### config.mk
export PLATFORM = sky130hd
export DESIGN_NAME = spw_rot_stage
export DESIGN_NICKNAME = d
export VERILOG_FILES = /design/src/hdl/assert_macros.svh /design/src/hdl/spw_pkg.sv /design/src/hdl/spw_rot_stage.sv
export SDC_FILE = /design/constraint.sdc
export NUM_CORES = 1
export LEC_CHECK = 0
export BUFFER_PORTS_ARGS = -buffer_cell sky130_fd_sc_hd__buf_2
export CORE_ASPECT_RATIO = 1.75
export CORE_MARGIN = 8
export CORE_UTILIZATION = 58
export DETAILED_ROUTE_END_ITERATION = 7
export PLACE_DENSITY = 0.88
export SYNTH_ARGS = -nofsm -noshare
export SYNTH_HDL_FRONTEND = slang
export SYNTH_SLANG_ARGS = --single-unit
### constraint.sdc
create_clock -name clk -period 1.4 [get_ports clk]
set_input_delay 0.07 -clock clk [delete_from_list [all_inputs] [get_ports clk]]
set_output_delay 0.07 -clock clk [all_outputs]
set_load 0.03 [all_outputs]
### src/hdl/assert_macros.svh
// Assertion shorthands shared by the RTL modules.
// Each use expects signals named clk and rst_n in the enclosing module.
`ifndef ASSERT_MACROS_SVH
`define ASSERT_MACROS_SVH

// A property that must hold at every clock edge outside reset.
`define SPW_ASSERT(lbl, prop, msg) \
    lbl: assert property (@(posedge clk) disable iff (!rst_n) (prop)) else $error(msg);

// A condition that must be followed by another in the next cycle.
`define SPW_ASSERT_NEXT(lbl, ante, cons, msg) \
    lbl: assert property (@(posedge clk) disable iff (!rst_n) (ante) |=> (cons)) \
        else $error(msg);

`endif

### src/hdl/spw_pkg.sv
package spw_pkg;

    localparam int ROTATION_STEPS_DEF = 16;
    localparam int MAX_STEPS          = 24;
    localparam int STEP_IDX_W         = 5;

    localparam int RANGE_W   = 16;
    localparam int BEAR_W    = 17;
    localparam int COORD_W   = 24;
    localparam int HEAD_W    = 16;
    localparam int CFG_W     = 16;
    localparam int CFG_IDX_W = 1;

    localparam logic [CFG_IDX_W-1:0] REG_MIN_RANGE   = 1'b0;
    localparam logic [CFG_IDX_W-1:0] REG_NEAR_ORIGIN = 1'b1;

    localparam logic [CFG_W-1:0] MIN_RANGE_RST   = 16'd26;
    localparam logic [CFG_W-1:0] NEAR_ORIGIN_RST = 16'd51;

    localparam int ANG_W   = 31;
    localparam int XY_W    = 36;
    localparam int X0_W    = 32;
    localparam int BPROD_W = 45;
    localparam int RPROD_W = 46;
    localparam int LOC_W   = XY_W - 16;
    localparam int SUM_W   = COORD_W + 1;

    localparam logic signed [27:0] DEG_TO_RAD_Q32 = 28'sd74961321;
    localparam logic [29:0]        INV_GAIN_Q30   = 30'd652032874;

    localparam logic signed [ANG_W-1:0] ANG_PI       = 31'sd52707179;
    localparam logic signed [ANG_W-1:0] ANG_HALF_PI  = 31'sd26353589;
    localparam logic signed [ANG_W-1:0] ANG_TWO_PI   = 31'sd105414358;
    localparam logic signed [ANG_W-1:0] ANG_THREE_PI = 31'sd158121537;
    localparam logic signed [ANG_W-1:0] ANG_FOUR_PI  = 31'sd210828716;

    localparam logic signed [BPROD_W-1:0] BEAR_RND = 45'sd16384;
    localparam logic signed [XY_W-1:0]    LOC_RND  = 36'sd32768;

    localparam logic signed [SUM_W-1:0] SAT_MAX = 25'sd8388607;
    localparam logic signed [SUM_W-1:0] SAT_MIN = -25'sd8388608;

    typedef struct packed {
        logic                      ok;
        logic signed [COORD_W-1:0] rx;
        logic signed [COORD_W-1:0] ry;
        logic signed [COORD_W-1:0] rz;
    } side_t;

    typedef struct packed {
        logic signed [XY_W-1:0]  x;
        logic signed [XY_W-1:0]  y;
        logic signed [ANG_W-1:0] ang;
        side_t                   side;
    } rot_t;

    function automatic logic signed [ANG_W-1:0] atan_q24(input logic [STEP_IDX_W-1:0] idx);
        logic signed [ANG_W-1:0] v;
        begin
            case (idx)
                5'd0:    v = 31'sd13176795;
                5'd1:    v = 31'sd7778716;
                5'd2:    v = 31'sd4110060;
                5'd3:    v = 31'sd2086331;
                5'd4:    v = 31'sd1047214;
                5'd5:    v = 31'sd524117;
                5'd6:    v = 31'sd262123;
                5'd7:    v = 31'sd131069;
                5'd8:    v = 31'sd65536;
                5'd9:    v = 31'sd32768;
                5'd10:   v = 31'sd16384;
                5'd11:   v = 31'sd8192;
                5'd12:   v = 31'sd4096;
                5'd13:   v = 31'sd2048;
                5'd14:   v = 31'sd1024;
                5'd15:   v = 31'sd512;
                5'd16:   v = 31'sd256;
                5'd17:   v = 31'sd128;
                5'd18:   v = 31'sd64;
                5'd19:   v = 31'sd32;
                5'd20:   v = 31'sd16;
                5'd21:   v = 31'sd8;
                5'd22:   v = 31'sd4;
                5'd23:   v = 31'sd2;
                default: v = '0;
            endcase
            return v;
        end
    endfunction

endpackage

### src/hdl/spw_rot_stage.sv
module spw_rot_stage
#(
    parameter int STEP = 0
)
(
    input  logic          clk,
    input  logic          rst_n,
    input  logic          en,
    input  logic          in_v,
    input  spw_pkg::rot_t in_rot,
    output logic          out_v,
    output spw_pkg::rot_t out_rot
);

    logic signed [spw_pkg::XY_W-1:0]  dx;
    logic signed [spw_pkg::XY_W-1:0]  dy;
    logic signed [spw_pkg::ANG_W-1:0] atan_step;
    spw_pkg::rot_t                    rot_next;

    logic                             v_reg;
    spw_pkg::rot_t                    rot_reg;

    always_comb
    begin
        dx            = in_rot.y >>> STEP;
        dy            = in_rot.x >>> STEP;
        atan_step     = spw_pkg::atan_q24(spw_pkg::STEP_IDX_W'(STEP));
        rot_next.side = in_rot.side;
        if (in_rot.ang >= 0)
        begin
            rot_next.x   = in_rot.x - dx;
            rot_next.y   = in_rot.y + dy;
            rot_next.ang = in_rot.ang - atan_step;
        end
        else
        begin
            rot_next.x   = in_rot.x + dx;
            rot_next.y   = in_rot.y - dy;
            rot_next.ang = in_rot.ang + atan_step;
        end
    end

    always_ff @(posedge clk or negedge rst_n)
    begin
        if (!rst_n)
        begin
            v_reg <= 1'b0;
        end
        else if (en)
        begin
            v_reg <= in_v;
        end
    end

    always_ff @(posedge clk)
    begin
        if (en)
        begin
            rot_reg <= rot_next;
        end
    end

    assign out_v   = v_reg;
    assign out_rot = rot_reg;

endmodule

==> results.toml, run 1 <==
[cts]
cts_buffers = 17
post_cts_resized = 357
cts_setup_buffers = 73
clock-sinks = 176
htree_levels = 4
cts-hold-fix-buffers = 79
max-clock-path-buffers = 2
root_buffer = "clkbuf_16"

[die]
ios = 357
die_y_microns = 213
rows = 72
initial_utilization_pct = 58.8
dieWidth_microns = 129

[placement]
dp_hpwl_microns = 45400
routabilityCongestion = 1.03
port_buffers = 356

[synth]
async_reset_ff_share_pct = 0.568
synth_warnings = 0
ys_ff_latch = 176
muxShareOfSynthArea_pct = 1.26
synth-compound-area-share_pct = 21.0
syn_area_sq_um = 12900
synth-simple-area-share_pct = 11.2
synth_cell_types = 83
seq_area_frac_synth_pct = 40.8
synth_nets = 1628
synth-adder-area-share_pct = 13.6
ys.flop_type = "edfxtp_1"
synth_top_family_by_area = "compound AO/OA/AOI/OAI gates"
synth_area_leader_cell = "edfxtp_1"
synth_edf_count = 175
synth_top_area_share_pct = 40.7
synth-xor-area-share_pct = 6.57
post_synth.cell_area_avg_sq_um = 9.87
synth_area_leaders = "edfxtp_1 41%, ha_1 13%, xnor2_1 5.1%"
syn-instance-count = 1310

[status]
run_status = "stopped before the end"
tool.error = "[ERROR DPL-0038] Utilization greater than 100%, impossible to legalize"
lastStage = "clock tree synthesis (4_1_cts)"
synth_stat cells, drive strengths merged (17+ instances only):
master,n
inv,118
o21bai,24
nand2,58
xnor2,75
nor3,29
a21oi,131
xor2,22
o211ai,17
ha,134
a21o,43
nand2b,20
clkbuf,34
nand3,24
edfxtp,175
o21ai,73
nor2b,17
nor2,91
a31oi,19
stage by stage:
step | cells | setup WS (ps) | cell area, sq um
detailed placement | 2334 | -1670 | 18800
global placement | 2334 | -1570 | 18800
floorplan | 1310 | -1090 | 13800
cells by family after synthesis:
logic type                 Yosys count
AOI/OAI and AO/OA                  415
and+or+nand+nor                    298
DFF                                176
buffers and inverters              170
adders and majority gates          138
xor gates and xnor gates            97
muxes                               16
==> run 2, diff against run 1 <==
--- a/config.mk
+++ b/config.mk
@@ -6,11 +6,10 @@
 export NUM_CORES = 1
 export LEC_CHECK = 0
 export BUFFER_PORTS_ARGS = -buffer_cell sky130_fd_sc_hd__buf_2
-export CORE_ASPECT_RATIO = 1.75
 export CORE_MARGIN = 8
-export CORE_UTILIZATION = 58
+export CORE_UTILIZATION = 40
 export DETAILED_ROUTE_END_ITERATION = 7
-export PLACE_DENSITY = 0.88
+export PLACE_DENSITY_LB_ADDON = 0.15
 export SYNTH_ARGS = -nofsm -noshare
 export SYNTH_HDL_FRONTEND = slang
 export SYNTH_SLANG_ARGS = --single-unit
==> run 2 against run 1 <==
Compared with the run above: the flow now finishes, with violations (negative setup slack); synthesized area unchanged; synthesized cell count unchanged.
==> results.toml, run 2 <==
[status]
run_status = "finished, violations left"
violations = "negative setup slack"

[routing]
remaining_drc_errors = 0
drt-total-wl_microns = 54700
vias = 14300
drtAntennaViolNets = 0
drt_pre_antenna_iters = 5
wire_per_inst_microns = 20.4
vias_per_cell = 5.30
drt_iter0_drc = 661

[grt]
track_usage_pct = 26.7
grt_pass1_wl_microns = 81000
first_global_vias = 14800
grt_max_degree = 57
overflow = 0
antenna_found_initial = 8

[die]
dieWidth_microns = 196
rows = 66
core_sq_um = 32200
die_y_microns = 196
ios = 357
die_area_sq_um = 38300
initial_utilization_pct = 40.1

[cells_and_area]
area_growth_pct = 85.5
nNetsFinal = 2581
finalInstanceArea_sq_um = 24000
layout-drive-gt1-share_pct = 57.9
final_common_cell = "buf_4"
largest_register_ffs = 175
finalNonFillerCells = 2688
mostFrequentLayoutCells = "458 x buf_4, 329 x buf_2, 175 x edfxtp_1, 91 x buf_6, 86 x inv_1"

[timing]
setup_viol = 84
tightest_slew_ps = 539
setup_ws_ps = -908
fmax_mhz = 433
min_period_ps = 2310
finalCritPeriodShare_pct = 165
relSlewSlack_pct = 64.1
finalHoldViolCount = 0
skew_ps = 0
rsz0062_at_grt = "true"
drv_slew = 0

[setup_path]
cp_max_fo = 4
critPathTopFamily = "compound AO/OA/AOI/OAI gates"
path_class = "in -> reg"
end_kind = "register"
max_stage_delay_ps = 360
rr_worst_depth = 1
setup.worst_path.start_class = "input port"
cp.required_ps = 1600
critPathBufInv = 5
crit_chain = "buf_2, buf_4, inv_1, ha_1, nand3_1, a21oi_2, a311oi_4, buf_4, o21a_4, buf_6, o21a_1, o21ai_1, a31oi_1, xnor2_1"
slowest_stage = "a21oi_2"
crit_arrival_ps = 2510
cp_common_cell = "buf_4"
cp.depth = 14

[synth]
synth_common_cells = "175 x edfxtp_1, 134 x ha_1, 130 x a21oi_1, 111 x inv_1, 91 x nor2_1"
async_reset_ff_share_pct = 0.568
seq_area_frac_synth_pct = 40.8
synth_area_leader_cell = "edfxtp_1"
synth-simple-area-share_pct = 11.2
synth_most_common_cell = "edfxtp_1"
synth_top_family_by_area = "compound AO/OA/AOI/OAI gates"
synth-xor-area-share_pct = 6.57
post_synth.cell_area_avg_sq_um = 9.87
synth-compound-area-share_pct = 21.0
synth_top_area_share_pct = 40.7
syn_area_sq_um = 12900
ys.flop_type = "edfxtp_1"
synth_edf_count = 175
synth_area_leaders = "edfxtp_1 41%, ha_1 13%, xnor2_1 5.1%"
synth_cell_types = 83
muxShareOfSynthArea_pct = 1.26
synth-adder-area-share_pct = 13.6
synth_nets = 1628
ys_ff_latch = 176
synth_warnings = 0
syn-instance-count = 1310

[placement]
routabilityCongestion = 0.920
dp_hpwl_microns = 39400
dp_cells = 2474
place_area_sq_um = 19100
port_buffers = 356

[cts]
clock-sinks = 176
clk_latency_ps = 440
htree_levels = 4
max-clock-path-buffers = 2
root_buffer = "clkbuf_16"
tritoncts = "yes"
cts_buffers = 17
cts.clk_slew.worst_paths_ps = 90

[min_path]
worstHoldPathType = "in -> reg"
min_path_cells = 3

[run]
maxCapViolations = 0

[power]
worst_ir_drop_vdd_v = 0.000853
power_density_nw_per_um2 = 945
p_leak_nw = 10.6
## run 2: cell counts after synthesis
No cell type changed its count.
## run 2: report_power, final
| part | internal (W) | switching (W) | leakage [nW] |
|---|---|---|---|
| Clock | 0.00251 | 0.00269 | 0.308 |
| Sequential | 0.00669 | 0.000210 | 1.72 |
| Combinational | 0.00477 | 0.00579 | 8.60 |
## run 2: kinds of logic after synthesis
logic type	count (synthesis)
AO/OA/AOI/OAI	415
flip-flops	176
multiplexers	16
XOR/XNOR	97
adder cells (fa/ha/maj)	138
AND/OR/NAND/NOR	298
buffers and inverters	170
## run 2: path summary, 6_finish.rpt
path / startpoint / end / slack, ps
setup / recovery: in_rot[147] / out_rot[139] / -910
hold / removal: in_rot[102] / out_rot[102] / 90
min in group asynchronous: rst_n / out_v / 480
max in group asynchronous: rst_n / out_v / 810
hold reg to reg: out_v / out_v / 510
setup reg to reg: out_v / out_v / 660
## run 2: tightest hold or removal path: stages
cell and delay [ps]:
buf_2 80, ha_1 160, xor2_1 70
## run 2: per-layer routing
| metal | vias up | global-route usage, % | part of all wire, % | routed length (microns) |
|---|---|---|---|---|
| li1 | 6718 | - | - | - |
| met1 | 6898 | 30.3 | 39 | 21400 |
| met2 | 501 | 48.8 | 51 | 28100 |
| met3 | 136 | 4.93 | 5.5 | 3010 |
| met4 | 4 | 10.9 | 3.9 | 2120 |
| met5 | - | 0 | 0.055 | 30 |
## run 2: final cells by class
class	instances	area, sq um
flip-flops and latches	176	5280
inverters	120	527
repair buffers	984	7390
fillers	2192	8230
diodes	4	10.0
clock buffers	17	425
clock inverters	15	218
multi-input cells	964	9610
well taps	408	510
## run 2: what timing repair did
action                                 in CTS  in global routing
resized for setup                         351                202
setup endpoints to repair                  93                 89
hold buffers                               79                  0
endpoints found under the hold margin      82                  0
pin swaps                                 143                155
setup buffers                              64                 55
cloned                                      1                  1
## run 2: stage by stage
| step | hold WS [ps] | setup slack [ps] | total power [W] | TNS (ps) | util (%) |
|---|---|---|---|---|---|
| floorplan | -226 | -1090 | 0.0117 | -52570 | - |
| global placement | -155 | -1790 | 0.0151 | -99170 | 59.2 |
| detailed placement | -154 | -1800 | 0.0152 | -100180 | 59.2 |
| CTS | 69.7 | -873 | 0.0218 | -40090 | 70.4 |
| global route | 87.2 | -1000 | 0.0235 | -51120 | 74.5 |
| finish | 91.9 | -908 | 0.0227 | -47180 | 74.5 |
Note: power is estimated with default switching activity, not from simulation.
