**config.mk**
```make
export PLATFORM = sky130hd
export DESIGN_NAME = spw_back
export DESIGN_NICKNAME = d
export VERILOG_FILES = /design/src/hdl/spw_pkg.sv /design/src/hdl/spw_back.sv
export VERILOG_INCLUDE_DIRS = /design/src /design/src/hdl
export SDC_FILE = /design/constraint.sdc
export NUM_CORES = 1
export LEC_CHECK = 0
export ABC_AREA = 1
export ABC_CLOCK_PERIOD_IN_PS = 3400
export BUFFER_PORTS_ARGS = -buffer_cell sky130_fd_sc_hd__buf_2
export CAP_MARGIN = 15
export CORE_ASPECT_RATIO = 1.2
export CORE_UTILIZATION = 49
export DETAILED_ROUTE_END_ITERATION = 7
export GPL_TIMING_DRIVEN = 0
export PLACE_DENSITY_LB_ADDON = 0.15
export SETUP_SLACK_MARGIN = 0.5
export SLEW_MARGIN = 10
export SYNTH_ARGS = -nofsm -noshare
export SYNTH_HDL_FRONTEND = slang
export SYNTH_SLANG_ARGS = --single-unit
```
**constraint.sdc**
```tcl
create_clock -name clk -period 3.4 [get_ports clk]
set_input_delay 0.68 -clock clk [delete_from_list [all_inputs] [get_ports clk]]
set_output_delay 0.68 -clock clk [all_outputs]
set_load 0.01 [all_outputs]
```
**src/hdl/assert_macros.svh**
```systemverilog
// Assertion shorthands shared by the RTL modules.
// Each use expects signals named clk and rst_n in the enclosing module.
`ifndef ASSERT_MACROS_SVH
`define ASSERT_MACROS_SVH

// A property that must hold at every clock edge outside reset.
`define SPW_ASSERT(lbl, prop, msg) \
    lbl: assert property (@(posedge clk) disable iff (!rst_n) (prop)) else $error(msg);

// A condition that must be followed by another in the next cycle.
`define SPW_ASSERT_NEXT(lbl, ante, cons, msg) \
    lbl: assert property (@(posedge clk) disable iff (!rst_n) (ante) |=> (cons)) \
        else $error(msg);

`endif

```
**src/hdl/spw_pkg.sv**
```systemverilog
package spw_pkg;

    localparam int ROTATION_STEPS_DEF = 16;
    localparam int MAX_STEPS          = 24;
    localparam int STEP_IDX_W         = 5;

    localparam int RANGE_W   = 16;
    localparam int BEAR_W    = 17;
    localparam int COORD_W   = 24;
    localparam int HEAD_W    = 16;
    localparam int CFG_W     = 16;
    localparam int CFG_IDX_W = 1;

    localparam logic [CFG_IDX_W-1:0] REG_MIN_RANGE   = 1'b0;
    localparam logic [CFG_IDX_W-1:0] REG_NEAR_ORIGIN = 1'b1;

    localparam logic [CFG_W-1:0] MIN_RANGE_RST   = 16'd26;
    localparam logic [CFG_W-1:0] NEAR_ORIGIN_RST = 16'd51;

    localparam int ANG_W   = 31;
    localparam int XY_W    = 36;
    localparam int X0_W    = 32;
    localparam int BPROD_W = 45;
    localparam int RPROD_W = 46;
    localparam int LOC_W   = XY_W - 16;
    localparam int SUM_W   = COORD_W + 1;

    localparam logic signed [27:0] DEG_TO_RAD_Q32 = 28'sd74961321;
    localparam logic [29:0]        INV_GAIN_Q30   = 30'd652032874;

    localparam logic signed [ANG_W-1:0] ANG_PI       = 31'sd52707179;
    localparam logic signed [ANG_W-1:0] ANG_HALF_PI  = 31'sd26353589;
    localparam logic signed [ANG_W-1:0] ANG_TWO_PI   = 31'sd105414358;
    localparam logic signed [ANG_W-1:0] ANG_THREE_PI = 31'sd158121537;
    localparam logic signed [ANG_W-1:0] ANG_FOUR_PI  = 31'sd210828716;

    localparam logic signed [BPROD_W-1:0] BEAR_RND = 45'sd16384;
    localparam logic signed [XY_W-1:0]    LOC_RND  = 36'sd32768;

    localparam logic signed [SUM_W-1:0] SAT_MAX = 25'sd8388607;
    localparam logic signed [SUM_W-1:0] SAT_MIN = -25'sd8388608;

    typedef struct packed {
        logic                      ok;
        logic signed [COORD_W-1:0] rx;
        logic signed [COORD_W-1:0] ry;
        logic signed [COORD_W-1:0] rz;
    } side_t;

    typedef struct packed {
        logic signed [XY_W-1:0]  x;
        logic signed [XY_W-1:0]  y;
        logic signed [ANG_W-1:0] ang;
        side_t                   side;
    } rot_t;

    function automatic logic signed [ANG_W-1:0] atan_q24(input logic [STEP_IDX_W-1:0] idx);
        logic signed [ANG_W-1:0] v;
        begin
            case (idx)
                5'd0:    v = 31'sd13176795;
                5'd1:    v = 31'sd7778716;
                5'd2:    v = 31'sd4110060;
                5'd3:    v = 31'sd2086331;
                5'd4:    v = 31'sd1047214;
                5'd5:    v = 31'sd524117;
                5'd6:    v = 31'sd262123;
                5'd7:    v = 31'sd131069;
                5'd8:    v = 31'sd65536;
                5'd9:    v = 31'sd32768;
                5'd10:   v = 31'sd16384;
                5'd11:   v = 31'sd8192;
                5'd12:   v = 31'sd4096;
                5'd13:   v = 31'sd2048;
                5'd14:   v = 31'sd1024;
                5'd15:   v = 31'sd512;
                5'd16:   v = 31'sd256;
                5'd17:   v = 31'sd128;
                5'd18:   v = 31'sd64;
                5'd19:   v = 31'sd32;
                5'd20:   v = 31'sd16;
                5'd21:   v = 31'sd8;
                5'd22:   v = 31'sd4;
                5'd23:   v = 31'sd2;
                default: v = '0;
            endcase
            return v;
        end
    endfunction

endpackage

```
**src/hdl/spw_back.sv**
```systemverilog
`include "assert_macros.svh"

module spw_back
(
    input  logic                                clk,
    input  logic                                rst_n,
    input  logic                                en,
    input  logic                                in_v,
    input  spw_pkg::rot_t                       in_rot,
    input  logic [spw_pkg::CFG_W-1:0]           near_origin_limit,
    output logic                                out_valid,
    output logic signed [spw_pkg::COORD_W-1:0]  world_x,
    output logic signed [spw_pkg::COORD_W-1:0]  world_y,
    output logic signed [spw_pkg::COORD_W-1:0]  world_z,
    output logic                                valid_res,
    output logic                                map_keep
);

    logic signed [spw_pkg::XY_W-1:0]    xr;
    logic signed [spw_pkg::XY_W-1:0]    yr;

    logic                               va_reg;
    logic signed [spw_pkg::LOC_W-1:0]   lx_reg;
    logic signed [spw_pkg::LOC_W-1:0]   ly_reg;
    spw_pkg::side_t                     sidea_reg;

    logic signed [spw_pkg::SUM_W-1:0]   sx;
    logic signed [spw_pkg::SUM_W-1:0]   sy;
    logic signed [spw_pkg::SUM_W-1:0]   sx_sat;
    logic signed [spw_pkg::SUM_W-1:0]   sy_sat;
    logic signed [spw_pkg::SUM_W-1:0]   lim;
    logic                               keep;

    logic                               out_valid_reg;
    logic signed [spw_pkg::COORD_W-1:0] world_x_reg;
    logic signed [spw_pkg::COORD_W-1:0] world_y_reg;
    logic signed [spw_pkg::COORD_W-1:0] world_z_reg;
    logic                               valid_res_reg;
    logic                               map_keep_reg;

    always_comb
    begin
        xr = in_rot.x + spw_pkg::LOC_RND;
        yr = in_rot.y + spw_pkg::LOC_RND;
    end

    always_comb
    begin
        sx  = spw_pkg::SUM_W'(lx_reg) + spw_pkg::SUM_W'(sidea_reg.rx);
        sy  = spw_pkg::SUM_W'(ly_reg) + spw_pkg::SUM_W'(sidea_reg.ry);
        lim = $signed(spw_pkg::SUM_W'(near_origin_limit));
        if (sx > spw_pkg::SAT_MAX)
        begin
            sx_sat = spw_pkg::SAT_MAX;
        end
        else if (sx < spw_pkg::SAT_MIN)
        begin
            sx_sat = spw_pkg::SAT_MIN;
        end
        else
        begin
            sx_sat = sx;
        end
        if (sy > spw_pkg::SAT_MAX)
        begin
            sy_sat = spw_pkg::SAT_MAX;
        end
        else if (sy < spw_pkg::SAT_MIN)
        begin
            sy_sat = spw_pkg::SAT_MIN;
        end
        else
        begin
            sy_sat = sy;
        end
        keep = !(sx_sat < lim && sy_sat < lim);
    end

    always_ff @(posedge clk or negedge rst_n)
    begin
        if (!rst_n)
        begin
            va_reg        <= 1'b0;
            out_valid_reg <= 1'b0;
        end
        else if (en)
        begin
            va_reg        <= in_v;
            out_valid_reg <= va_reg;
        end
    end

    // A detection closer than the minimum range leaves an all-zero point.
    always_ff @(posedge clk)
    begin
        if (en)
        begin
            lx_reg    <= spw_pkg::LOC_W'(xr >>> 16);
            ly_reg    <= spw_pkg::LOC_W'(yr >>> 16);
            sidea_reg <= in_rot.side;
            if (sidea_reg.ok)
            begin
                world_x_reg   <= spw_pkg::COORD_W'(sx_sat);
                world_y_reg   <= spw_pkg::COORD_W'(sy_sat);
                world_z_reg   <= sidea_reg.rz;
                valid_res_reg <= 1'b1;
                map_keep_reg  <= keep;
            end
            else
            begin
                world_x_reg   <= '0;
                world_y_reg   <= '0;
                world_z_reg   <= '0;
                valid_res_reg <= 1'b0;
                map_keep_reg  <= 1'b0;
            end
        end
    end

    assign out_valid = out_valid_reg;
    assign world_x   = world_x_reg;
    assign world_y   = world_y_reg;
    assign world_z   = world_z_reg;
    assign valid_res = valid_res_reg;
    assign map_keep  = map_keep_reg;

    `SPW_ASSERT(a_invalid_zero, !out_valid_reg || valid_res_reg || (world_x_reg == '0 && world_y_reg == '0 && world_z_reg == '0 && !map_keep_reg), "invalid point not cleared")
    `SPW_ASSERT(a_keep_needs_valid, !out_valid_reg || !map_keep_reg || valid_res_reg, "kept point marked invalid")

endmodule

```
# Word level (Yosys, flattened, before mapping)

Index checks and enable logic that the tools add are counted.

Logic and storage cells: 30
Output and inout bits: 75
Flip-flop bits (word level): 189
Input port bits: 196

Magnitude comparators: 6
Add/subtract/negate cells: 4
Reductions and logical operators: 2
Multiplexer cells: 5

Operators by type and width:

| operator                 | count |
|---|---|
| $mux W25                 | 4 |
| $add A36 B17 Y36 const B | 2 |
| $add A20 B24 Y25         | 2 |
| $gt A25 B24 Y1 const B   | 2 |
| $lt A25 B17 Y1           | 2 |
| $lt A25 B24 Y1 const B   | 2 |
| $logic_and A1 B1 Y1      | 1 |
| $logic_not A1 Y1         | 1 |
| $mux W1                  | 1 |

# Logic depth before layout (Yosys ltp)

Word-level depth: 7
Mapped depth: 29

# Worst setup path before layout

OpenSTA, ideal clock, no wires.

Kind: register to register
Start: register ly_reg[19] (netlist name)
End: register map_keep_reg (netlist: map_keep) (data pin)
Library setup time: 0.268 ns
Cell stages (with the launch flop): 23
Slack: -0.056 ns
Arrival time: 3.188 ns
Buffers on the path: 2
Clock period less this slack: 3.456 ns
Data required time: 3.132 ns
Path through: edfxtp_1 > ha_1 > nand2_1 > inv_1 > nand2_1 > nand2_1 > a21oi_1 > nand4_1 > nand2_4 > inv_1 > nand2_2 > buf_2 > buf_2 > nand2_1 > ha_1 > a21oi_1 > nor2_1 > a2111oi_0 > nand2_1 > nand3_1 > nand2_1 > nand2_1 > a21oi_2

Word-level cells in the longest chain between the ends: 7

RTL lines:

| item                   | RTL line        | RTL |
|---|---|---|
| start, declared        | spw_back.sv:24  | `logic signed [spw_pkg::LOC_W-1:0] ly_reg;` |
| start signal, assigned | spw_back.sv:99  | `ly_reg <= spw_pkg::LOC_W'(yr >>> 16);` |
| $add A20 B24 Y25 *     | spw_back.sv:50  | `sy = spw_pkg::SUM_W'(ly_reg) + spw_pkg::SUM_W'(sidea_reg.ry);` |
| $lt A25 B24 Y1         | spw_back.sv:68  | `else if (sy < spw_pkg::SAT_MIN)` |
| $mux W25               | spw_back.sv:68  |  |
| $mux W25 *             | spw_back.sv:64  | `if (sy > spw_pkg::SAT_MAX)` |
| via sy_sat (one bit)   | spw_back.sv:30  | `logic signed [spw_pkg::SUM_W-1:0] sy_sat;` |
| $lt A25 B17 Y1 *       | spw_back.sv:76  | `keep = !(sx_sat < lim && sy_sat < lim);` |
| $logic_and A1 B1 Y1 *  | spw_back.sv:76  |  |
| $logic_not A1 Y1 *     | spw_back.sv:76  |  |
| end signal, assigned   | spw_back.sv:107 | `map_keep_reg <= keep;` |
| end, declared          | spw_back.sv:39  | `logic map_keep_reg;` |

The timed path passes the listed nets; every way through them passes the cells marked *.
A chain may end at the register's enable or synchronous reset.

# Worst setup path in the final report

Start: register lx_reg[19] (netlist name)
End: register map_keep_reg (netlist: map_keep) (data pin)

Word-level cells in the longest chain between the ends: 7

RTL lines:

| item                   | RTL line       | RTL |
|---|---|---|
| start, declared        | spw_back.sv:23 | `logic signed [spw_pkg::LOC_W-1:0] lx_reg;` |
| start signal, assigned | spw_back.sv:98 | `lx_reg <= spw_pkg::LOC_W'(xr >>> 16);` |
| $add A20 B24 Y25 *     | spw_back.sv:49 | `sx = spw_pkg::SUM_W'(lx_reg) + spw_pkg::SUM_W'(sidea_reg.rx);` |
| $lt A25 B24 Y1         | spw_back.sv:56 | `else if (sx < spw_pkg::SAT_MIN)` |
| $mux W25               | spw_back.sv:56 |  |
| $mux W25 *             | spw_back.sv:52 | `if (sx > spw_pkg::SAT_MAX)` |
| via sx_sat (one bit)   | spw_back.sv:29 | `logic signed [spw_pkg::SUM_W-1:0] sx_sat;` |
| $lt A25 B17 Y1 *       | spw_back.sv:76 |  |
| $logic_and A1 B1 Y1 *  | spw_back.sv:76 |  |
| $logic_not A1 Y1 *     | spw_back.sv:76 |  |

Marked as above.

==> flow_summary.toml <==
[status]
status = "finished, violations left"
failed_checks = "negative setup slack"

[synthesis]
avgSynthCellArea_sq_um = 9.080
syn_inst = 1241
ys_ff_latch = 189
yosysSeqAreaShare = 0.5028
yosysWarnings = 0
synth_area_sq_um = 11270
synth_edf_count = 187
synthesis.nets = 1519
yosysUniqueCellTypes = 42
async_flop_share = 0.01058
synth_ff_type = "edfxtp_1"

[routing]
totalWireLength_mm = 28.81
drc_errors = 0
routedWlPerCell_um = 15.94
firstDrtPassIters = 6
vias = 9277
ant_nets = 0
drt-initial-drc-count = 430
viasPerCell = 5.131

[place]
placedInstanceArea_sq_um = 12810
dpl.hpwl_mm = 21.34
port_buffers = 209
place_congestion = 0.9131

[cells_and_area]
drive_gt1_frac = 0.3392
largest_reg_flops = 73
fillerInstances = 1832
final_area_sq_um = 14880
multiInputGateArea_sq_um = 5948
fin_nets = 1792
seq_area_sq_um = 5665
area_delta_synth_final_pct = 32.06

[clock_network]
htree_levels = 4
cts_inserted_buffers = 17
cts.sinks = 189
cts_tree = "built"
root_buffer = "clkbuf_16"
clockBufferDepth = 2
clkLatencyLatePin_ns = 0.45
path_clk_slew_ns = 0.09

[floorplanning]
die_area_sq_um = 23610
num_rows = 60
fp.dieH_um = 168.1
coreArea_sq_um = 22520
die_w_um = 140.4
io_pins = 271
initial_utilization = 0.5003

[grt]
gr-total-overflow = 0
grt_max_degree = 106
grt_pass1_vias = 9215
grt_pass1_wl_mm = 44.08
busiest_layer = "met2"
grt_usage = 0.2458
grt_use_met1 = 0.2645
grt_util_met3 = 0.03584
antenna_found_initial = 2
met2_usage = 0.4593

[timing]
grt_setup_unrepaired = "yes"
finalSetupViolCount = 1
hold_violations = 0
drv_slew = 0
layout_setup_ws_ns = -0.1493
finClkSkew_ns = 0.01120
timing.hold.ws_ns = 0.3961
min_period_ns = 3.549
fmaxAchievable_ghz = 0.2818
final.period_utilization = 1.044
maxSlewHeadroom = 0.4554
worst_pin_slew_ns = 0.8169
finalSetupTns_ns = -0.1493

[setup_path]
cp_cell_sequence = "buf_6, ha_4, nand2_2, nor2_2, nand2_1, nor2_1, nand2_2, nand4_1, nand2_2, nand2_4, inv_4, or2_4, nand2_2, ha_4, a21oi_1, o21ai_1, a21oi_2, o21bai_1, a21oi_1, nand4_1, nor2_1, nand2_1, nand2_2, a21oi_2"
slowest_delay_ns = 0.39
worstSetupPathType = "flop to flop"
endpoint_kind = "flop"
cpMostUsedCell = "nand2_2"
cp.required_ns = 3.58
path_delay_family = "simple AND/OR/NAND/NOR gates"
worst_setup_path_start_kind = "flop"
critical_path_arrival_ns = 3.73
cpMaxStageDelayCell = "edfxtp_1"
path_buf_inv = 2
cp_max_fo = 5

[pwr]
fin_total_pwr_mw = 8.063
ir_drop_mv = 0.4191
p_leak_nw = 6.781
cellPowerDensity_nw_per_um2 = 541.8

[flow_run]
cap_violations = 0

[min_path]
min_path_type = "input port to flop"
## Yosys cell counts (all sizes together), types with 2 or more instances
cell type / count / area [sq um]
a21o: 2 / 15.01
a21oi: 100 / 515.5
a31oi: 2 / 12.51
and2: 4 / 25.02
and3: 2 / 12.51
buf: 11 / 67.56
clkbuf: 8 / 30.03
dfrtp: 2 / 50.05
edfxtp: 187 / 5615
fa: 2 / 40.04
ha: 80 / 1001
inv: 168 / 630.6
nand2: 360 / 1419
nand3: 78 / 400.4
nand3b: 7 / 52.55
nand4: 21 / 131.4
nor2: 90 / 380.4
nor3: 12 / 75.07
nor3b: 5 / 52.55
o21a: 3 / 22.52
o21ai: 18 / 90.08
o21bai: 8 / 60.06
or2: 21 / 131.4
xnor2: 14 / 122.6
xor2: 31 / 271.5
## final timing paths
check / from / end / slack [ns] / cells after the start
setup / recovery: lx_reg[19]$_DFFE_PP_ / map_keep$_SDFFCE_PN0P_ / -0.15 / 24
setup reg to reg: lx_reg[19]$_DFFE_PP_ / map_keep$_SDFFCE_PN0P_ / -0.15 / 24
hold reg to reg: sidea_reg[72]$_DFFE_PP_ / valid_res$_DFFE_PP_ / 0.46 / 0
hold / removal: in_rot[54] / sidea_reg[54]$_DFFE_PP_ / 0.40 / 1
min in group asynchronous: rst_n / out_valid$_DFFE_PN0P_ / 0.54 / 2
max in group asynchronous: rst_n / va_reg$_DFFE_PN0P_ / 2.77 / 2
## cell type report
cell class              instances  area share
multi-input cells             865      0.3997
clock inverters                15     0.01564
plain buffers                  19     0.01101
repair buffers                254     0.09762
clock buffers                  17     0.02859
inverters                     168     0.04288
diodes                          2   0.0003363
well taps                     279     0.02346
flip-flops and latches        189      0.3807
## per-layer routing
layer / vias to the layer above / share of wire
met3: 83 / 0.037
met1: 4241 / 0.39
li1: 4690 / -
met4: 0 / 0.047
met5: - / 0
met2: 263 / 0.53
## cells by family after synthesis
family          share of synthesized area
simple gates                       0.2386
compound gates                    0.06662
xor+xnor                          0.03498
buf+inv                           0.06462
flops                              0.5028
fa+ha+maj                         0.09238
## placed cells by master (no fill, tap or decap), types with 6 or more instances in the layout
master,instances
or2_2,18
clkbuf_16,18
nor2_4,9
o21ai_0,10
nand3_1,63
nand4_1,21
buf_2,210
ha_1,23
a21oi_2,24
nand2_2,41
buf_4,38
nand3b_1,7
inv_1,155
nor2_1,71
nand3_2,13
buf_8,8
xor2_1,31
nor2_2,10
o21bai_1,8
ha_2,6
ha_4,51
nand2_1,304
buf_6,6
clkbuf_1,8
edfxtp_1,187
inv_2,10
nor3_1,9
clkinv_8,6
a21oi_1,75
xnor2_1,14
nand2_4,15
## worst reg2reg max path: stages (launching register included)
cell and delay, ns:
edfxtp_1 0.39, buf_6 0.16, ha_4 0.31, nand2_2 0.08, nor2_2 0.12, nand2_1 0.09, nor2_1 0.14, nand2_2 0.08
nand4_1 0.08, nand2_2 0.11, nand2_4 0.13, inv_4 0.05, or2_4 0.23, nand2_2 0.08, ha_4 0.20, a21oi_1 0.12
o21ai_1 0.10, a21oi_2 0.13, o21bai_1 0.08, a21oi_1 0.15, nand4_1 0.09, nor2_1 0.12, nand2_1 0.07, nand2_2 0.09
a21oi_2 0.06
## stage by stage
| stage | std cells | setup slack, ns | utilization |
|---|---|---|---|
| 2_1_floorplan | 1241 | 0.07875 | - |
| 3_3_place_gp | 1729 | -0.8463 | 0.5672 |
| 3_5_place_dp | 1730 | -0.5558 | 0.5689 |
| 4_1_cts | 1789 | -0.1539 | 0.6344 |
| 5_1_grt | 1808 | -0.3451 | 0.6607 |
| 6_report | 1808 | -0.1493 | 0.6607 |
## what timing repair did
action	4_1_cts	5_1_grt
pin swaps	42	62
endpoints found under the setup margin	1	2
hold buffers	1	0
endpoints found under the hold margin	2	0
cloned	0	1
setup buffers	26	16
resized for setup	119	89
## where the power goes
group          switching [mW]  total [mW]  internal, mW
logic                    1.68        2.95          1.27
registers              0.0992        2.95          2.85
clock network            1.11        2.16          1.05
Power figures use the tool's default switching activity.
