`config.mk`:
```
export PLATFORM = sky130hd
export DESIGN_NAME = spw_front
export DESIGN_NICKNAME = d
export VERILOG_FILES = /design/src/hdl/spw_pkg.sv /design/src/hdl/spw_front.sv
export VERILOG_INCLUDE_DIRS = /design/src /design/src/hdl
export SDC_FILE = /design/constraint.sdc
export NUM_CORES = 2
export LEC_CHECK = 0
export BUFFER_PORTS_ARGS = -buffer_cell sky130_fd_sc_hd__buf_2
export CORE_MARGIN = 2
export CORE_UTILIZATION = 50
export CTS_CLUSTER_SIZE = 10
export DETAILED_ROUTE_END_ITERATION = 6
export GPL_TIMING_DRIVEN = 0
export PLACE_DENSITY = 0.79
export SYNTH_ARGS = -nofsm -noshare
export SYNTH_HDL_FRONTEND = slang
export SYNTH_SLANG_ARGS = --single-unit
```
`constraint.sdc`:
```
create_clock -name clk -period 4.5 [get_ports clk]
set_clock_uncertainty 0.1 [all_clocks]
set_input_delay 0 -clock clk [delete_from_list [all_inputs] [get_ports clk]]
set_output_delay 0 -clock clk [all_outputs]
set_load 0.02 [all_outputs]
```
`src/hdl/assert_macros.svh`:
```
// Assertion shorthands shared by the RTL modules.
// Each use expects signals named clk and rst_n in the enclosing module.
`ifndef ASSERT_MACROS_SVH
`define ASSERT_MACROS_SVH

// A property that must hold at every clock edge outside reset.
`define SPW_ASSERT(lbl, prop, msg) \
    lbl: assert property (@(posedge clk) disable iff (!rst_n) (prop)) else $error(msg);

// A condition that must be followed by another in the next cycle.
`define SPW_ASSERT_NEXT(lbl, ante, cons, msg) \
    lbl: assert property (@(posedge clk) disable iff (!rst_n) (ante) |=> (cons)) \
        else $error(msg);

`endif

```
`src/hdl/spw_pkg.sv`:
```
package spw_pkg;

    localparam int ROTATION_STEPS_DEF = 16;
    localparam int MAX_STEPS          = 24;
    localparam int STEP_IDX_W         = 5;

    localparam int RANGE_W   = 16;
    localparam int BEAR_W    = 17;
    localparam int COORD_W   = 24;
    localparam int HEAD_W    = 16;
    localparam int CFG_W     = 16;
    localparam int CFG_IDX_W = 1;

    localparam logic [CFG_IDX_W-1:0] REG_MIN_RANGE   = 1'b0;
    localparam logic [CFG_IDX_W-1:0] REG_NEAR_ORIGIN = 1'b1;

    localparam logic [CFG_W-1:0] MIN_RANGE_RST   = 16'd26;
    localparam logic [CFG_W-1:0] NEAR_ORIGIN_RST = 16'd51;

    localparam int ANG_W   = 31;
    localparam int XY_W    = 36;
    localparam int X0_W    = 32;
    localparam int BPROD_W = 45;
    localparam int RPROD_W = 46;
    localparam int LOC_W   = XY_W - 16;
    localparam int SUM_W   = COORD_W + 1;

    localparam logic signed [27:0] DEG_TO_RAD_Q32 = 28'sd74961321;
    localparam logic [29:0]        INV_GAIN_Q30   = 30'd652032874;

    localparam logic signed [ANG_W-1:0] ANG_PI       = 31'sd52707179;
    localparam logic signed [ANG_W-1:0] ANG_HALF_PI  = 31'sd26353589;
    localparam logic signed [ANG_W-1:0] ANG_TWO_PI   = 31'sd105414358;
    localparam logic signed [ANG_W-1:0] ANG_THREE_PI = 31'sd158121537;
    localparam logic signed [ANG_W-1:0] ANG_FOUR_PI  = 31'sd210828716;

    localparam logic signed [BPROD_W-1:0] BEAR_RND = 45'sd16384;
    localparam logic signed [XY_W-1:0]    LOC_RND  = 36'sd32768;

    localparam logic signed [SUM_W-1:0] SAT_MAX = 25'sd8388607;
    localparam logic signed [SUM_W-1:0] SAT_MIN = -25'sd8388608;

    typedef struct packed {
        logic                      ok;
        logic signed [COORD_W-1:0] rx;
        logic signed [COORD_W-1:0] ry;
        logic signed [COORD_W-1:0] rz;
    } side_t;

    typedef struct packed {
        logic signed [XY_W-1:0]  x;
        logic signed [XY_W-1:0]  y;
        logic signed [ANG_W-1:0] ang;
        side_t                   side;
    } rot_t;

    function automatic logic signed [ANG_W-1:0] atan_q24(input logic [STEP_IDX_W-1:0] idx);
        logic signed [ANG_W-1:0] v;
        begin
            case (idx)
                5'd0:    v = 31'sd13176795;
                5'd1:    v = 31'sd7778716;
                5'd2:    v = 31'sd4110060;
                5'd3:    v = 31'sd2086331;
                5'd4:    v = 31'sd1047214;
                5'd5:    v = 31'sd524117;
                5'd6:    v = 31'sd262123;
                5'd7:    v = 31'sd131069;
                5'd8:    v = 31'sd65536;
                5'd9:    v = 31'sd32768;
                5'd10:   v = 31'sd16384;
                5'd11:   v = 31'sd8192;
                5'd12:   v = 31'sd4096;
                5'd13:   v = 31'sd2048;
                5'd14:   v = 31'sd1024;
                5'd15:   v = 31'sd512;
                5'd16:   v = 31'sd256;
                5'd17:   v = 31'sd128;
                5'd18:   v = 31'sd64;
                5'd19:   v = 31'sd32;
                5'd20:   v = 31'sd16;
                5'd21:   v = 31'sd8;
                5'd22:   v = 31'sd4;
                5'd23:   v = 31'sd2;
                default: v = '0;
            endcase
            return v;
        end
    endfunction

endpackage

```
`src/hdl/spw_front.sv`:
```
`include "assert_macros.svh"

module spw_front
(
    input  logic                                clk,
    input  logic                                rst_n,
    input  logic                                en,
    input  logic                                in_v,
    input  logic [spw_pkg::RANGE_W-1:0]         range_dist,
    input  logic signed [spw_pkg::BEAR_W-1:0]   bearing_deg,
    input  logic signed [spw_pkg::COORD_W-1:0]  robot_x,
    input  logic signed [spw_pkg::COORD_W-1:0]  robot_y,
    input  logic signed [spw_pkg::COORD_W-1:0]  robot_z,
    input  logic signed [spw_pkg::HEAD_W-1:0]   heading,
    input  logic [spw_pkg::CFG_W-1:0]           min_range,
    output logic                                out_v,
    output spw_pkg::rot_t                       out_rot
);

    logic signed [spw_pkg::BPROD_W-1:0] bearing_ext;
    logic signed [spw_pkg::BPROD_W-1:0] bprod_next;
    logic [spw_pkg::RPROD_W-1:0]        range_ext;
    logic [spw_pkg::RPROD_W-1:0]        rprod;
    spw_pkg::side_t                     side1_next;

    logic                               v1_reg;
    logic signed [spw_pkg::BPROD_W-1:0] bprod_reg;
    logic [spw_pkg::X0_W-1:0]           x1_reg;
    logic signed [spw_pkg::HEAD_W-1:0]  hd1_reg;
    spw_pkg::side_t                     side1_reg;

    logic signed [spw_pkg::BPROD_W-1:0] hd_ext;
    logic signed [spw_pkg::BPROD_W-1:0] asum;
    logic signed [spw_pkg::ANG_W-1:0]   ang2_next;

    logic                               v2_reg;
    logic signed [spw_pkg::ANG_W-1:0]   ang2_reg;
    logic [spw_pkg::X0_W-1:0]           x2_reg;
    spw_pkg::side_t                     side2_reg;

    logic signed [spw_pkg::ANG_W-1:0]   ang3_next;

    logic                               v3_reg;
    logic signed [spw_pkg::ANG_W-1:0]   ang3_reg;
    logic [spw_pkg::X0_W-1:0]           x3_reg;
    spw_pkg::side_t                     side3_reg;

    logic signed [spw_pkg::XY_W-1:0]    x3_ext;
    spw_pkg::rot_t                      rot4_next;

    logic                               v4_reg;
    spw_pkg::rot_t                      rot4_reg;

    always_comb
    begin
        bearing_ext   = spw_pkg::BPROD_W'(bearing_deg);
        bprod_next    = spw_pkg::BPROD_W'(bearing_ext * spw_pkg::BPROD_W'(spw_pkg::DEG_TO_RAD_Q32));
        range_ext     = spw_pkg::RPROD_W'(range_dist);
        rprod         = spw_pkg::RPROD_W'(range_ext * spw_pkg::RPROD_W'(spw_pkg::INV_GAIN_Q30));
        side1_next.ok = (range_dist >= min_range);
        side1_next.rx = robot_x;
        side1_next.ry = robot_y;
        side1_next.rz = robot_z;
    end

    // The heading term is a multiple of 2^15, so it joins the sum ahead of the shift.
    always_comb
    begin
        hd_ext    = spw_pkg::BPROD_W'(hd1_reg);
        asum      = bprod_reg + spw_pkg::BEAR_RND + (hd_ext <<< 26);
        ang2_next = spw_pkg::ANG_W'(asum >>> 15);
    end

    always_comb
    begin
        if (ang2_reg > spw_pkg::ANG_PI)
        begin
            if (ang2_reg > spw_pkg::ANG_THREE_PI)
            begin
                ang3_next = ang2_reg - spw_pkg::ANG_FOUR_PI;
            end
            else
            begin
                ang3_next = ang2_reg - spw_pkg::ANG_TWO_PI;
            end
        end
        else if (ang2_reg < -spw_pkg::ANG_PI)
        begin
            if (ang2_reg < -spw_pkg::ANG_THREE_PI)
            begin
                ang3_next = ang2_reg + spw_pkg::ANG_FOUR_PI;
            end
            else
            begin
                ang3_next = ang2_reg + spw_pkg::ANG_TWO_PI;
            end
        end
        else
        begin
            ang3_next = ang2_reg;
        end
    end

    // Angles beyond a quarter turn flip the start vector and move by half a turn.
    always_comb
    begin
        x3_ext         = $signed(spw_pkg::XY_W'(x3_reg));
        rot4_next.y    = '0;
        rot4_next.side = side3_reg;
        if (ang3_reg > spw_pkg::ANG_HALF_PI)
        begin
            rot4_next.x   = -x3_ext;
            rot4_next.ang = ang3_reg - spw_pkg::ANG_PI;
        end
        else if (ang3_reg < -spw_pkg::ANG_HALF_PI)
        begin
            rot4_next.x   = -x3_ext;
            rot4_next.ang = ang3_reg + spw_pkg::ANG_PI;
        end
        else
        begin
            rot4_next.x   = x3_ext;
            rot4_next.ang = ang3_reg;
        end
    end

    always_ff @(posedge clk or negedge rst_n)
    begin
        if (!rst_n)
        begin
            v1_reg <= 1'b0;
            v2_reg <= 1'b0;
            v3_reg <= 1'b0;
            v4_reg <= 1'b0;
        end
        else if (en)
        begin
            v1_reg <= in_v;
            v2_reg <= v1_reg;
            v3_reg <= v2_reg;
            v4_reg <= v3_reg;
        end
    end

    always_ff @(posedge clk)
    begin
        if (en)
        begin
            bprod_reg <= bprod_next;
            x1_reg    <= rprod[spw_pkg::RPROD_W-1:14];
            hd1_reg   <= heading;
            side1_reg <= side1_next;
            ang2_reg  <= ang2_next;
            x2_reg    <= x1_reg;
            side2_reg <= side1_reg;
            ang3_reg  <= ang3_next;
            x3_reg    <= x2_reg;
            side3_reg <= side2_reg;
            rot4_reg  <= rot4_next;
        end
    end

    assign out_v   = v4_reg;
    assign out_rot = rot4_reg;

    `SPW_ASSERT_NEXT(a_valid_moves, v1_reg && en, v2_reg, "request lost between first stages")
    `SPW_ASSERT(a_wrap_range, !v3_reg || (ang3_reg <= spw_pkg::ANG_PI && ang3_reg >= -spw_pkg::ANG_PI), "angle not wrapped")
    `SPW_ASSERT(a_quad_range, !v4_reg || (rot4_reg.ang <= (spw_pkg::ANG_PI - spw_pkg::ANG_HALF_PI) && rot4_reg.ang >= (spw_pkg::ANG_HALF_PI - spw_pkg::ANG_PI)), "angle outside rotation span")

endmodule

```
======== Word-level counts from Yosys, hierarchy flattened ========
Index checks and enable logic that the tools add are counted.
storage, ports and cells
  register bits after elaboration ......... 581
  latch bits .............................. 0
  memory bits (writable) .................. 0
  memory bits (read-only) ................. 0
  input port bits ......................... 141
  output and inout bits ................... 177
  logic and storage cells ................. 55
  memories kept ........................... 0
cells by class
  add/sub/neg operators ................... 9
  multiply operators ...................... 2
  divide/modulo/power cells ............... 0
  $lt $le $gt $ge ......................... 7
  equal/unequal tests ..................... 0
  shift operators ......................... 0
  mux-type cells .......................... 8
  bitwise gates (word level) .............. 0
  reductions and logical operators ........ 0
operator list
  operator                                                                         number
  31-bit 2-to-1 mux                                                                6
  36-bit 2-to-1 mux                                                                2
  45-bit by 16-bit adder with 45-bit output (second input constant)                1
  45-bit by 42-bit adder with 45-bit output                                        1
  16-bit by 29-bit multiplier with 45-bit output (second input constant)           1
  17-bit by 28-bit multiplier with 45-bit output (second input constant)           1
  32-bit negation with 36-bit output                                               1
  30-bit by 28-bit adder with 31-bit output (second input constant)                1
  30-bit by 29-bit adder with 31-bit output (second input constant)                1
  31-bit by 27-bit adder with 31-bit output (second input constant)                1
  31-bit by 26-bit > comparator with 1-bit output (second input constant)          1
  31-bit by 26-bit less-than comparator with 1-bit output (second input constant)  1
  30-bit by 28-bit subtractor with 31-bit output (second input constant)           1
  30-bit by 29-bit subtractor with 31-bit output (second input constant)           1
  31-bit by 27-bit subtractor with 31-bit output (second input constant)           1
  30-bit by 27-bit > comparator with 1-bit output (second input constant)          1
  30-bit by 29-bit > comparator with 1-bit output (second input constant)          1
  30-bit by 27-bit less-than comparator with 1-bit output (second input constant)  1
  30-bit by 29-bit less-than comparator with 1-bit output (second input constant)  1
  16-bit greater-or-equal comparator                                               1

======== Logic depth before layout (Yosys ltp) ========
  word-level depth ........................ 4
  depth in mapped cells ................... 22
  gate-level depth less buffers ........... 22

======== Worst setup path before layout ========
No wires, ideal clock.
  kind .................................... input to register
  start point ............................. input range_dist[13] in the netlist's numbering
  end point ............................... register x1_reg[24] in the netlist's numbering (data pin)
  setup time .............................. 0.269 ns
  arrival ................................. 5.187 ns
  required time ........................... 4.131 ns
  slack ................................... -1.055 ns
  cell stages on the path ................. 19
  buffers on the path ..................... 0
  cell sequence ........................... ha_1 fa_1 inv_1 fa_1 inv_1 fa_1 fa_1 inv_1 fa_1 inv_1 ha_1 and3_1 nand3_1 a211oi_1 o21ai_0 o21ai_1 o21ai_0 o31ai_1 xor2_1
on the way
  word-level cells in the longest chain between the ends .. 1
RTL lines
  element                                         line              source
  from (decl)                                     spw_front.sv:9    input logic [spw_pkg::RANGE_W-1:0] range_dist,
  16-bit by 29-bit multiplier with 45-bit output  spw_front.sv:59   rprod = spw_pkg::RPROD_W'(range_ext * spw_pkg::RPROD_W'(spw_pkg::INV_GAIN_Q30));
  named net rprod (one bit)                       spw_front.sv:23   logic [spw_pkg::RPROD_W-1:0] rprod;
  to (signal assigned)                            spw_front.sv:150  x1_reg <= rprod[spw_pkg::RPROD_W-1:14];
  to (decl)                                       spw_front.sv:28   logic [spw_pkg::X0_W-1:0] x1_reg;
The timed path passes the listed nets, and every way through them passes these cells.
A chain may end at the register's enable or synchronous reset.

======== Final worst setup path ========
  start point ............................. input bearing_deg[3] in the netlist's numbering
  end point ............................... register bprod_reg[44] in the netlist's numbering (data pin)
on the way
  word-level cells in the longest chain between the ends .. 1
RTL lines
  element                                         line              source
  from (decl)                                     spw_front.sv:10   input logic signed [spw_pkg::BEAR_W-1:0] bearing_deg,
  17-bit by 28-bit multiplier with 45-bit output  spw_front.sv:57   bprod_next = spw_pkg::BPROD_W'(bearing_ext * spw_pkg::BPROD_W'(spw_pkg::DEG_TO_RAD_Q32));
  named net bprod_next (one bit)                  spw_front.sv:21   logic signed [spw_pkg::BPROD_W-1:0] bprod_next;
  to (signal assigned)                            spw_front.sv:149  bprod_reg <= bprod_next;
  to (decl)                                       spw_front.sv:27   logic signed [spw_pkg::BPROD_W-1:0] bprod_reg;
The timed path passes the listed nets, and every way through them passes these cells.

==> flow_summary.toml <==
[outcome]
outcome = "finished with violations"
violations = "setup timing"

[drt]
highest_layer = "met4"
dr_wl_met3_um = 5948
met1Wirelength_um = 36760
dr_wl_met2_um = 43220
wl_per_cell_um = 18.68
ant_nets = 0
firstDrtPassIters = 5
routed_via_density = 5.287
drc = 0
first_iter_violations = 1898
vias = 25170
routed_wirelength_um = 88940

[finish]
drive_gt1_share_pct = 20.12
fin_area_um2 = 46560
largest_register_ffs = 140
nNetsFinal = 4549
fillers = 5763
areaGrowthSynthToFinish_pct = 21.07

[global_routing]
grt.total_usage_pct = 22.43
antenna_found_initial = 2
grt_pass1_wl_um = 138200
grt_max_degree = 134
grt_pass1_vias = 25860
overflow = 0

[worst_setup_path]
start_kind = "input pin"
crit_buf_inv = 5
r2r_end = "ang3_reg[8]"
cp_top_family = "adder cells"
cp_slowest_cell = "fa_2"
crit_type = "input pin to flop"
cp.required_ps = 4740
cp_cell_sequence = "buf_8 > fa_2 > inv_2 > fa_2 > fa_1 > inv_2 > fa_2 > fa_1 > inv_2 > fa_2 > inv_2 > ha_4 > nand2_4 > nor2_4 > nand4_1 > a211oi_4 > nor2_1 > nor3b_2 > o31a_1 > o21ai_2 > xnor2_1"
worst_ep_arrival_time_ps = 5210
ff2ff_path_depth = 11
r2r_slack_ps = 560
max_stage_delay_ps = 590
endpoint_kind = "flop"
r2r_start = "ang2_reg[3]"
cp_max_fo = 7

[synth]
synth-main-ff-cell = "edfxtp_1"
synth_cell_types = 98
synth_cells = 3124
synth_top_area_share_pct = 43.96
synth_area_leaders = "edfxtp_1, fa_1, ha_1"
syn_avg_cell_area_um2 = 12.31
synth_top_cell_by_area = "edfxtp_1"
async_flop_share_pct = 0.7055
yosysSeqAreaShare_pct = 44.22
synth_warnings = 0
ys_ff_latch = 567
syn_area_um2 = 38460
synth-edff-count = 563

[placement]
port_buffers = 281
placed_area_um2 = 42060
gp_congestion = 0.9425
dpl.hpwl_um = 65720

[sta]
relSlewSlack_pct = 31.39
hold_viol_final = 0
fin_crit_sh_pct = 110.4
finalWorstSetupSlack_ps = -468.5
worstMarginPinSlew_ps = 1020
fmax_ghz = 0.2013
finalSetupViolations = 38
slew_viol_final = 0
layout_min_cycle_time_ps = 4968
rsz0062_at_grt = "yes"

[floorplan]
die_y_um = 281.3
fp.dieW_um = 281.3
rows = 101
dieArea_um2 = 79160
start_util_pct = 50.56
io_pins = 318
design.core.area_um2 = 76080

[clock_network]
tritoncts = "built"
clk_latency_ps = 610
cts_buffers = 68
root_buffer = "clkbuf_16"
clk_pin_slew_ps = 50
cts.sinks = 567
clk_path_buf_depth = 3
htreeDepth = 3

[worst_hold_path]
hp-class = "input pin to flop"
holdPathStages = 2
min_from = "heading[12]"
hold_end = "hd1_reg[12]"

[flow_run]
max-cap-violations = 0
[logic make-up (layout without fill, tap and decap cells)]
family	count (synthesis)	after routing	share of synthesized area (%)
mux	9	9	0.2472
fa+ha+maj	701	701	29.36
flops	567	567	44.22
buf+inv	665	1233	7.066
other cells	1	40	0.009750
simple gates	501	501	6.467
compound gates	514	514	8.849
xor+xnor	166	166	3.780
[cells in the final DEF (no fill, tap or decap), types with 45 or more instances in the layout]
cell type        n
nand3_1         46
xor2_1          67
ha_4            45
a21oi_1        126
xnor2_1         98
nand2_1        134
a21o_1          47
clkbuf_16       69
fa_1           306
nor2_1         111
o21ai_0         73
ha_1           313
dlygate4sd3_1  120
inv_1          514
buf_4          104
clkbuf_1        51
edfxtp_1       563
buf_2          275
[cell usage after synthesis, types with 13 or more instances]
cell,instances
o21a_1,19
or3_1,15
nor3_1,39
a31oi_1,21
o22ai_1,17
nand4_1,26
nor4_1,17
buf_4,43
a21oi_1,154
nand2_1,140
clkbuf_1,41
and3_1,22
xnor2_1,99
buf_2,24
xor2_1,67
a211oi_1,22
inv_1,548
ha_1,365
a21o_1,47
nand3_1,49
o31ai_1,13
fa_1,336
nor2_1,114
edfxtp_1,563
o21ai_0,86
nand2b_1,17
[worst max-delay path by stage]
| stage | startpoint | depth (start not counted) | slack [ps] | endpoint |
|---|---|---|---|---|
| global placement | en | 2 | -5340 | v2_reg |
| CTS | bearing_deg[2] | 21 | -430 | bprod_reg[44] |
| finish | bearing_deg[3] | 21 | -470 | bprod_reg[44] |
| detailed placement | bearing_deg[14] | 21 | -1500 | bprod_reg[44] |
| floorplan | bearing_deg[7] | 20 | -610 | bprod_reg[41] |
| global route | bearing_deg[11] | 18 | -580 | bprod_reg[44] |
[worst reg2reg max path: stages (launching register included)]
cell and delay [ps]:
edfxtp_1 440, clkbuf_1 250, inv_1 130, ha_1 200
inv_1 60, o41ai_1 450, a211oi_1 170, o21ai_0 500
buf_2 370, clkbuf_1 510, o21ai_0 190, a221o_1 310
[cell type report]
| class | count | area, um^2 | share of cell area, % |
|---|---|---|---|
| inverter | 550 | 2079 | 4.466 |
| clock buffer | 80 | 1778 | 3.818 |
| buffer | 115 | 653.1 | 1.403 |
| antenna | 4 | 10.01 | 0.02150 |
| multi-input combinational | 1927 | 20010 | 42.98 |
| clock inverter | 10 | 135.1 | 0.2902 |
| tap | 1030 | 1289 | 2.768 |
| sequential | 567 | 17010 | 36.52 |
| timing repair buffer | 478 | 3601 | 7.733 |
[repair_timing]
item / CTS / global route
pin swaps: 111 / 93
gates resized for setup: 153 / 58
hold buffers: 120 / 0
hold endpoints to repair: 201 / 0
cloned: 0 / 0
buffers inserted: 47 / 26
setup endpoints to repair: 50 / 49
[through the flow]
stage	util, %	TNS, ps	worst slack (ps)	instances	hold WS [ps]
after global routing	61.20	-14710	-584.5	4759	10.63
after CTS	60.67	-8221	-434.4	4731	0.6293
after floorplan	-	-14460	-613.4	3159	-395.6
final	61.21	-10370	-468.5	4761	19.75
after global placement	55.12	-2744440	-5338	4470	-293.2
after detailed placement	55.28	-58990	-1505	4474	-292.9
[metal layers]
metal	vias to the layer above	GRT usage [%]
met5	-	0
met4	0	7.938
met3	197	4.077
met2	883	38.25
met1	12190	28.82
li1	11900	-
Power is left out: the tool's default activity adds up to more than one toggle a clock period on the data nets, which glitch-free logic cannot reach.
